--- src/rtl/core/int16_to_decimal_ascii_unit_assert.svh ---
// Assertion macros shared by the i2d modules.
`ifndef INT16_TO_DECIMAL_ASCII_UNIT_ASSERT_SVH
`define INT16_TO_DECIMAL_ASCII_UNIT_ASSERT_SVH

// Same-cycle implication, disabled while in reset.
`define I2D_ASSERT_NOW(name, clk, rst_n, ante, cons, msg) \
  name: assert property (@(posedge clk) disable iff (!rst_n) (ante) |-> (cons)) \
    else $error(msg);

// Next-cycle implication, disabled while in reset.
`define I2D_ASSERT_NEXT(name, clk, rst_n, ante, cons, msg) \
  name: assert property (@(posedge clk) disable iff (!rst_n) (ante) |=> (cons)) \
    else $error(msg);

`endif

--- src/rtl/core/i2d_pkg.sv ---
package i2d_pkg;

  localparam int unsigned S_TDATA_W = 16;
  localparam int unsigned M_TDATA_W = 16;
  localparam int unsigned NUM_STAGES = 5;
  localparam int unsigned NUM_SPLITS = 4;

  localparam logic [6:0] CH_ZERO  = 7'd48;
  localparam logic [6:0] CH_MINUS = 7'd45;

  // Divisor per split stage, most significant first.
  localparam int unsigned DIV_TBL [NUM_SPLITS] = '{10000, 1000, 100, 10};

  // In-flight item inside the digit pipeline.
  typedef struct packed {
    logic            neg;
    logic [2:0]      ndig;
    logic [15:0]     rest;
    logic [4:1][3:0] digit;
  } i2d_item_t;

  // Finished word handed to the serializer; digit[0] is the units digit.
  typedef struct packed {
    logic            neg;
    logic [2:0]      ndig;
    logic [4:0][3:0] digit;
  } i2d_word_t;

  function automatic logic [3:0] digit_of(input logic [15:0] r, input int unsigned k);
    logic [3:0] d;
    d = '0;
    for (int unsigned j = 1; j <= 9; j++) begin
      if ({1'b0, r} >= 17'(j * DIV_TBL[k])) begin
        d = 4'(j);
      end
    end
    return d;
  endfunction

  function automatic logic [15:0] rest_of(input logic [15:0] r, input logic [3:0] d,
                                          input int unsigned k);
    return r - 16'(int'(d) * DIV_TBL[k]);
  endfunction

  // Number of decimal digits of a magnitude (1..5).
  function automatic logic [2:0] ndig_of(input logic [15:0] m);
    return 3'd1 + 3'(m >= 16'd10) + 3'(m >= 16'd100) + 3'(m >= 16'd1000)
         + 3'(m >= 16'd10000);
  endfunction

endpackage

--- src/rtl/core/i2d_digit_pipe.sv ---
module i2d_digit_pipe (
  input  logic              clk_i,
  input  logic              rst_ni,
  input  logic              in_valid_i,
  output logic              in_ready_o,
  input  logic [15:0]       in_value_i,
  output logic              out_valid_o,
  input  logic              out_ready_i,
  output i2d_pkg::i2d_word_t out_word_o
);

  localparam int unsigned LastStage = i2d_pkg::NUM_STAGES - 1;

  logic [LastStage:0] valid_q;
  logic [LastStage:0] rdy;
  i2d_pkg::i2d_item_t stage_q [i2d_pkg::NUM_STAGES];
  i2d_pkg::i2d_item_t split_d [i2d_pkg::NUM_SPLITS];
  i2d_pkg::i2d_item_t entry_d;

  // A slot can load when it is empty or its occupant moves on.
  always_comb begin
    rdy[LastStage] = !valid_q[LastStage] || out_ready_i;
    for (int k = LastStage - 1; k >= 0; k--) begin
      rdy[k] = !valid_q[k] || rdy[k+1];
    end
  end

  always_comb begin
    entry_d       = '0;
    entry_d.neg   = in_value_i[15];
    entry_d.rest  = in_value_i[15] ? (~in_value_i + 16'd1) : in_value_i;
  end

  for (genvar k = 0; k < i2d_pkg::NUM_SPLITS; k++) begin : g_split
    localparam int unsigned DigIdx = i2d_pkg::NUM_SPLITS - k;
    logic [3:0] dig;
    assign dig = i2d_pkg::digit_of(stage_q[k].rest, k);
    always_comb begin
      split_d[k]               = stage_q[k];
      split_d[k].digit[DigIdx] = dig;
      split_d[k].rest          = i2d_pkg::rest_of(stage_q[k].rest, dig, k);
      if (k == 0) begin
        split_d[k].ndig = i2d_pkg::ndig_of(stage_q[k].rest);
      end
    end
  end

  always_ff @(posedge clk_i or negedge rst_ni) begin
    if (!rst_ni) begin
      valid_q <= '0;
    end else begin
      if (rdy[0]) begin
        valid_q[0] <= in_valid_i;
      end
      for (int k = 1; k <= LastStage; k++) begin
        if (rdy[k]) begin
          valid_q[k] <= valid_q[k-1];
        end
      end
    end
  end

  always_ff @(posedge clk_i) begin
    if (rdy[0] && in_valid_i) begin
      stage_q[0] <= entry_d;
    end
    for (int k = 1; k <= LastStage; k++) begin
      if (rdy[k] && valid_q[k-1]) begin
        stage_q[k] <= split_d[k-1];
      end
    end
  end

  assign in_ready_o  = rdy[0];
  assign out_valid_o = valid_q[LastStage];

  always_comb begin
    out_word_o.neg      = stage_q[LastStage].neg;
    out_word_o.ndig     = stage_q[LastStage].ndig;
    out_word_o.digit    = {stage_q[LastStage].digit, stage_q[LastStage].rest[3:0]};
  end

  `include "int16_to_decimal_ascii_unit_assert.svh"

  `I2D_ASSERT_NEXT(a_tail_holds, clk_i, rst_ni,
                   valid_q[LastStage] && !out_ready_i,
                   valid_q[LastStage] && $stable(stage_q[LastStage]),
                   "stalled tail item changed")
  `I2D_ASSERT_NOW(a_units_range, clk_i, rst_ni, valid_q[LastStage],
                  stage_q[LastStage].rest < 16'd10, "units remainder out of range")
  `I2D_ASSERT_NOW(a_ndig_range, clk_i, rst_ni, valid_q[1],
                  stage_q[1].ndig >= 3'd1 && stage_q[1].ndig <= 3'd5,
                  "digit count out of range")

endmodule

--- src/rtl/core/i2d_serializer.sv ---
module i2d_serializer (
  input  logic              clk_i,
  input  logic              rst_ni,
  input  logic              in_valid_i,
  output logic              in_ready_o,
  input  i2d_pkg::i2d_word_t in_word_i,
  output logic              out_valid_o,
  input  logic              out_ready_i,
  output logic [6:0]        out_char_o,
  output logic              out_last_o,
  output logic [2:0]        out_len_o
);

  logic              busy_q;
  logic              sign_q;
  logic [2:0]        dsel_q;
  i2d_pkg::i2d_word_t word_q;
  logic              last;
  logic              load;
  logic              take;
  logic [2:0]        len;

  assign last = !sign_q && (dsel_q == 3'd0);
  assign take = busy_q && out_ready_i;
  // Next word loads in the same cycle the final character leaves.
  assign in_ready_o = !busy_q || (out_ready_i && last);
  assign load = in_valid_i && in_ready_o;
  assign len  = {2'b00, word_q.neg} + word_q.ndig;

  always_ff @(posedge clk_i or negedge rst_ni) begin
    if (!rst_ni) begin
      busy_q <= 1'b0;
      sign_q <= 1'b0;
      dsel_q <= '0;
    end else begin
      if (load) begin
        busy_q <= 1'b1;
        sign_q <= in_word_i.neg;
        dsel_q <= in_word_i.ndig - 3'd1;
      end else if (take && last) begin
        busy_q <= 1'b0;
      end else if (take) begin
        if (sign_q) begin
          sign_q <= 1'b0;
        end else begin
          dsel_q <= dsel_q - 3'd1;
        end
      end
    end
  end

  always_ff @(posedge clk_i) begin
    if (load) begin
      word_q <= in_word_i;
    end
  end

  assign out_valid_o = busy_q;
  assign out_char_o  = sign_q ? i2d_pkg::CH_MINUS
                              : i2d_pkg::CH_ZERO + {3'b000, word_q.digit[dsel_q]};
  assign out_last_o  = last;
  assign out_len_o   = last ? len : 3'd0;

  `include "int16_to_decimal_ascii_unit_assert.svh"

  `I2D_ASSERT_NEXT(a_run_continues, clk_i, rst_ni, take && !last, busy_q,
                   "character run ended early")
  `I2D_ASSERT_NOW(a_dsel_range, clk_i, rst_ni, busy_q, dsel_q <= 3'd4,
                  "digit select out of range")
  `I2D_ASSERT_NOW(a_len_range, clk_i, rst_ni, busy_q && last,
                  len >= 3'd1 && len <= 3'd6, "text length out of range")

endmodule

--- src/rtl/core/int16_to_decimal_ascii_unit.sv ---
// Channel   Dir  Bits                               Meaning
// s_axis    in   tdata[15:0] value                  signed number, one per request
// m_axis    out  tdata[6:0] character,              one ASCII char per request,
//                tdata[9:7] total_length, tlast     most significant first
//
// A value passes five register stages (magnitude, then one decimal digit each) and
// the serializer register, from which its first character is offered. Output rate is
// one character per cycle while m_axis_tready is high; a value holds the serializer
// for as many characters as its text length (1..6), which sets the sustained input rate.
// Reset clears all valid bits and the serializer's control state; data registers are not reset.
// m_axis_tready low freezes the serializer and backs up the digit stages, losing nothing.
module int16_to_decimal_ascii_unit (
  input  logic                             clk_i,
  input  logic                             rst_ni,
  input  logic                             s_axis_tvalid,
  output logic                             s_axis_tready,
  input  logic [i2d_pkg::S_TDATA_W-1:0]    s_axis_tdata,   // [15:0] value
  output logic                             m_axis_tvalid,
  input  logic                             m_axis_tready,
  output logic [i2d_pkg::M_TDATA_W-1:0]    m_axis_tdata,   // [6:0] character, [9:7] total_length
  output logic                             m_axis_tlast
);

  logic               word_valid;
  logic               word_ready;
  i2d_pkg::i2d_word_t word;
  logic [6:0]         out_char;
  logic [2:0]         out_len;

  i2d_digit_pipe u_pipe (
    .clk_i       (clk_i),
    .rst_ni      (rst_ni),
    .in_valid_i  (s_axis_tvalid),
    .in_ready_o  (s_axis_tready),
    .in_value_i  (s_axis_tdata),
    .out_valid_o (word_valid),
    .out_ready_i (word_ready),
    .out_word_o  (word)
  );

  i2d_serializer u_ser (
    .clk_i       (clk_i),
    .rst_ni      (rst_ni),
    .in_valid_i  (word_valid),
    .in_ready_o  (word_ready),
    .in_word_i   (word),
    .out_valid_o (m_axis_tvalid),
    .out_ready_i (m_axis_tready),
    .out_char_o  (out_char),
    .out_last_o  (m_axis_tlast),
    .out_len_o   (out_len)
  );

  assign m_axis_tdata = {6'b000000, out_len, out_char};

endmodule

--- config.mk ---
export PLATFORM = sky130hd
export DESIGN_NAME = int16_to_decimal_ascii_unit
export DESIGN_NICKNAME = d
export VERILOG_FILES = /design/src/rtl/core/i2d_pkg.sv /design/src/rtl/core/i2d_digit_pipe.sv /design/src/rtl/core/i2d_serializer.sv /design/src/rtl/core/int16_to_decimal_ascii_unit.sv
export VERILOG_INCLUDE_DIRS = /design/src /design/src/rtl/core
export SDC_FILE = /design/constraint.sdc
export NUM_CORES = 1
export LEC_CHECK = 0
export CAP_MARGIN = 30
export CORE_MARGIN = 1.5
export CORE_UTILIZATION = 40
export CTS_CLUSTER_DIAMETER = 200
export DETAILED_ROUTE_END_ITERATION = 6
export DONT_BUFFER_PORTS = 1
export HOLD_SLACK_MARGIN = 0.02
export PLACE_DENSITY = 0.56
export SLEW_MARGIN = 20
export SYNTH_ARGS = -nofsm -noshare
export SYNTH_HDL_FRONTEND = slang
export SYNTH_HIERARCHICAL = 1
export SYNTH_SLANG_ARGS = --single-unit
export TNS_END_PERCENT = 50
--- constraint.sdc ---
create_clock -name clk_i -period 4.8 [get_ports clk_i]
set_input_delay 0.48 -clock clk_i [delete_from_list [all_inputs] [get_ports clk_i]]
set_output_delay 0.48 -clock clk_i [all_outputs]
set_load 0.03 [all_outputs]
==> impl_results.md <==
* Ant. Diodes at 0
* Share of post-route cells with drive strength above 1 at 0.128
* First-pass DRT Iterations at 6
* TritonCTS clock tree: done
* Rel. slew slack at 0.353
* Peak supply drop at 0.220 mV
* Port Buffers at 0
* Design Power at 0.00418 W
* Pleak at 3.78 nW
* Remaining global-route overflow at 0
* Initial core utilization at 0.406
* Post-Place Setup Slack at -0.110 ns
* Multi-input logic area at 4030 µm²
* Slowest stage cell, crit path: fa_1
* Worst Path Arrival at 4.83 ns
* Leading area contributor after synthesis: edfxtp_1
* CP endpoint kind: flop
* Die Height at 154 µm
* Worst R2R Setup Slack at 0.13 ns
* Final WS setup at 0.134 ns
* Synth Cell Area at roughly 9100 µm²
* Worst R2R Path Depth at 21
* Seq cells post-synth at around 160
* Setup Viol. Count Final at 0
* First-pass GRT wire length at approximately 26000 µm
* I/O pin count at 39
* Core Rows at 55
* Minimum clock period at 4.67 ns
* Die width at 154 µm
* Outcome: finished, final reports clean
* Hold path cells at 0
* Synth unique cells at between 70 and 80
* Slew @ Worst Pin at 0.960 ns
* Routed Antenna Nets at 0
* Worst min path class: in -> reg
* Largest net degree at the start of global routing at 32
* CP max stage delay at 0.49 ns
* Max-slew violations at 0
* Max H-tree Level at 4
* Final hold violation count at 0
* Crit Reg-Reg Endpoint: u_pipe/stage_q[0][83]
* Fillers at 2022
* CTS sink count at 155
* CP max FO at 4
* Clock transition at the registers of the reported paths at 0.06 ns
* Syn_area_per_cell at 11.6 µm²
* Non-filler cells, final at between 1k and 1.5k
* Async SR Flop Fraction at 0.0645
* Most used cell, CP: inv_1
* Worst hold start: s_axis_tdata[0]
* GRT Util Overall at 0.136
* Hold Path Sink: u_pipe/stage_q[0][0]
* DRT iter0 DRCs at roughly 320
* Clock root buffer: clkbuf_16
* WP buf/inv at 5
* HPWL Detailed at 12000 µm
* Final wirelength at between 15000 and 20000 µm
* Clock buffer depth at 2
* Fin Clk Skew at 0.00965 ns
* RePlAce Congestion at 0.863
* Total die area at around 24000 µm²
* Top FF cell, synth: edfxtp_1
* Fmax at 214 MHz
* Drt drc at 0
* Yosys warning total at 6
* Critical path's top delay family: adder cells
* Unrepaired setup endpoints after global routing: yes
* Cell count after synthesis at 789
* Setup Crit Path Kind: reg -> reg
* Top cells by area, synth: edfxtp_1 48%, ha_1 9.0%, xnor2_1 3.6%
* Fin crit share at 0.972
* Post-synth top area share at 0.477
* Power Density at 411 nW/µm²
* Clock Latency Late Sink at 0.41 ns
* Initial antenna violation count at 0
* Max Cap Violations at 0
* Layout area overhead at 11.3%
* Count leader, synth: edfxtp_1
* Post-synth EDFFs at 145
* Via count at 5693
* Wire length per cell after detailed routing at roughly 14 µm
* Critical Path RT at 4.97 ns
* Sequential share of the synthesized area at 0.504
* Worst r2r src: u_pipe/stage_q[0][39]
* Total CTS buffers at 17
* CORE AREA at 22500 µm²
* Vias per cell at around 5.2
* Number of global-route vias before repair at 5657
* # nets final at about 900
* Top cells by count, synth: 145 x edfxtp_1, 66 x ha_1, 65 x inv_1, 46 x a21oi_1, 42 x nor2_1
* Placed cell count at ~1.1k
* Reg area at 4600 µm²
* CP cell instances: buf_4 > nor2_1 > nand4b_1 > and2_1 > inv_1 > a21oi_4 > fa_1 > buf_4 > fa_1 > inv_1 > ha_1 > inv_1 > o21bai_1 > a21o_1 > a21oi_2 > xor2_1 > ha_1 > or3_1 > o21ai_1 > a21oi_1 > xnor2_1
* Critical Path Source Type: flop
repair_timing:
action                     CTS  global route
pin swaps                    0            10
setup buffers                1             5
setup endpoints to repair    2             6
resized for setup            2            16
gates cloned                 0             0
hold buffers                 1             0
hold endpoints to repair    10             0
per-layer routing:
metal	up-vias	track usage	wire length, µm
li1	2864	-	-
met1	2714	0.163	7060
met2	98	0.242	8140
met3	17	0.0287	414
met4	0	0.0513	203
met5	-	0	0
cells by family (layout without fill, tap and decap cells):
group / count (synthesis) / count (layout) / share of synthesized area
simple gates: 201 / 201 / 0.118
compound gates: 168 / 168 / 0.123
flops: 155 / 155 / 0.504
buf+inv: 118 / 134 / 0.0639
fa+ha+maj: 81 / 81 / 0.123
xor+xnor: 58 / 58 / 0.0557
other cells: 4 / 9 / 0.00164
mux: 4 / 4 / 0.00987
power breakdown:
group | leakage [nW] | internal [W] | switching (W) | total [W]
Sequential | 1.38 | 0.00162 | 0.0000978 | 0.00172
Combinational | 2.09 | 0.000469 | 0.000570 | 0.00104
Clock | 0.312 | 0.000846 | 0.000570 | 0.00142
final cells by class:
type,instances,share of cell area
flip-flops and latches,155,0.453
multi-input cells,521,0.397
clock buffers,18,0.0423
well taps,285,0.0351
repair buffers,35,0.0276
inverters,67,0.0248
clock inverters,14,0.0200
registers in the layout (all words and copies together) (netlist names):
| signal | count |
|---|---|
| u_ser/word_q | 24 |
| u_pipe/stage_q | 121 |
| u_ser/dsel_q | 3 |
| u_ser/out_valid_o | 1 |
| u_pipe/valid_q | 5 |
| u_ser/sign_q | 1 |
worst max path at each step:
| stage | start | endpoint | slack (ns) | cells past startpoint |
|---|---|---|---|---|
| 2_1_floorplan | u_pipe/stage_q[0][43] | u_pipe/stage_q[0][84] | 0.002 | 20 |
| 3_3_place_gp | u_pipe/stage_q[0][39] | u_pipe/stage_q[0][83] | 0.12 | 21 |
| 3_5_place_dp | u_pipe/stage_q[0][39] | u_pipe/stage_q[0][83] | -0.11 | 20 |
| 4_1_cts | u_pipe/stage_q[0][43] | u_pipe/stage_q[0][83] | 0.002 | 22 |
| 5_1_grt | u_pipe/stage_q[0][39] | u_pipe/stage_q[0][83] | -0.12 | 22 |
| 6_report | u_pipe/stage_q[0][39] | u_pipe/stage_q[0][83] | 0.13 | 21 |
cell usage in the layout (no fill, tap or decap), types with 7 or more instances in the layout:
cell type  netlist  final
nand3_1         15     15
a21o_1          12     12
clkbuf_16        0     17
o21ai_1          5      7
fa_1            15     14
nand2b_1        21     21
xnor2_1         37     37
o31ai_1          7      7
ha_1            66     65
nor3_1          16     15
o21ai_0         30     28
dfrtp_1         10     10
edfxtp_1       145    145
nor2b_1         15     14
a31oi_1         13     13
inv_1           65     64
buf_4           32     31
xor2_1          21     21
nand2_1         35     35
conb_1           4      9
nor4_1          11     10
and2_1          11     10
a21oi_1         46     41
nor2_1          42     42
stage by stage:
stage          hold slack [ns]  TNS (ns)  cell area, µm²   util
2_1_floorplan            0.184         0            9150      -
3_3_place_gp             0.185         0            9370  0.416
3_5_place_dp             0.185    -0.110            9380  0.417
4_1_cts                  0.139         0           10000  0.446
5_1_grt                  0.135    -0.217           10200  0.451
6_report                 0.163         0           10200  0.451
Note: power is estimated with default switching activity, not from simulation.
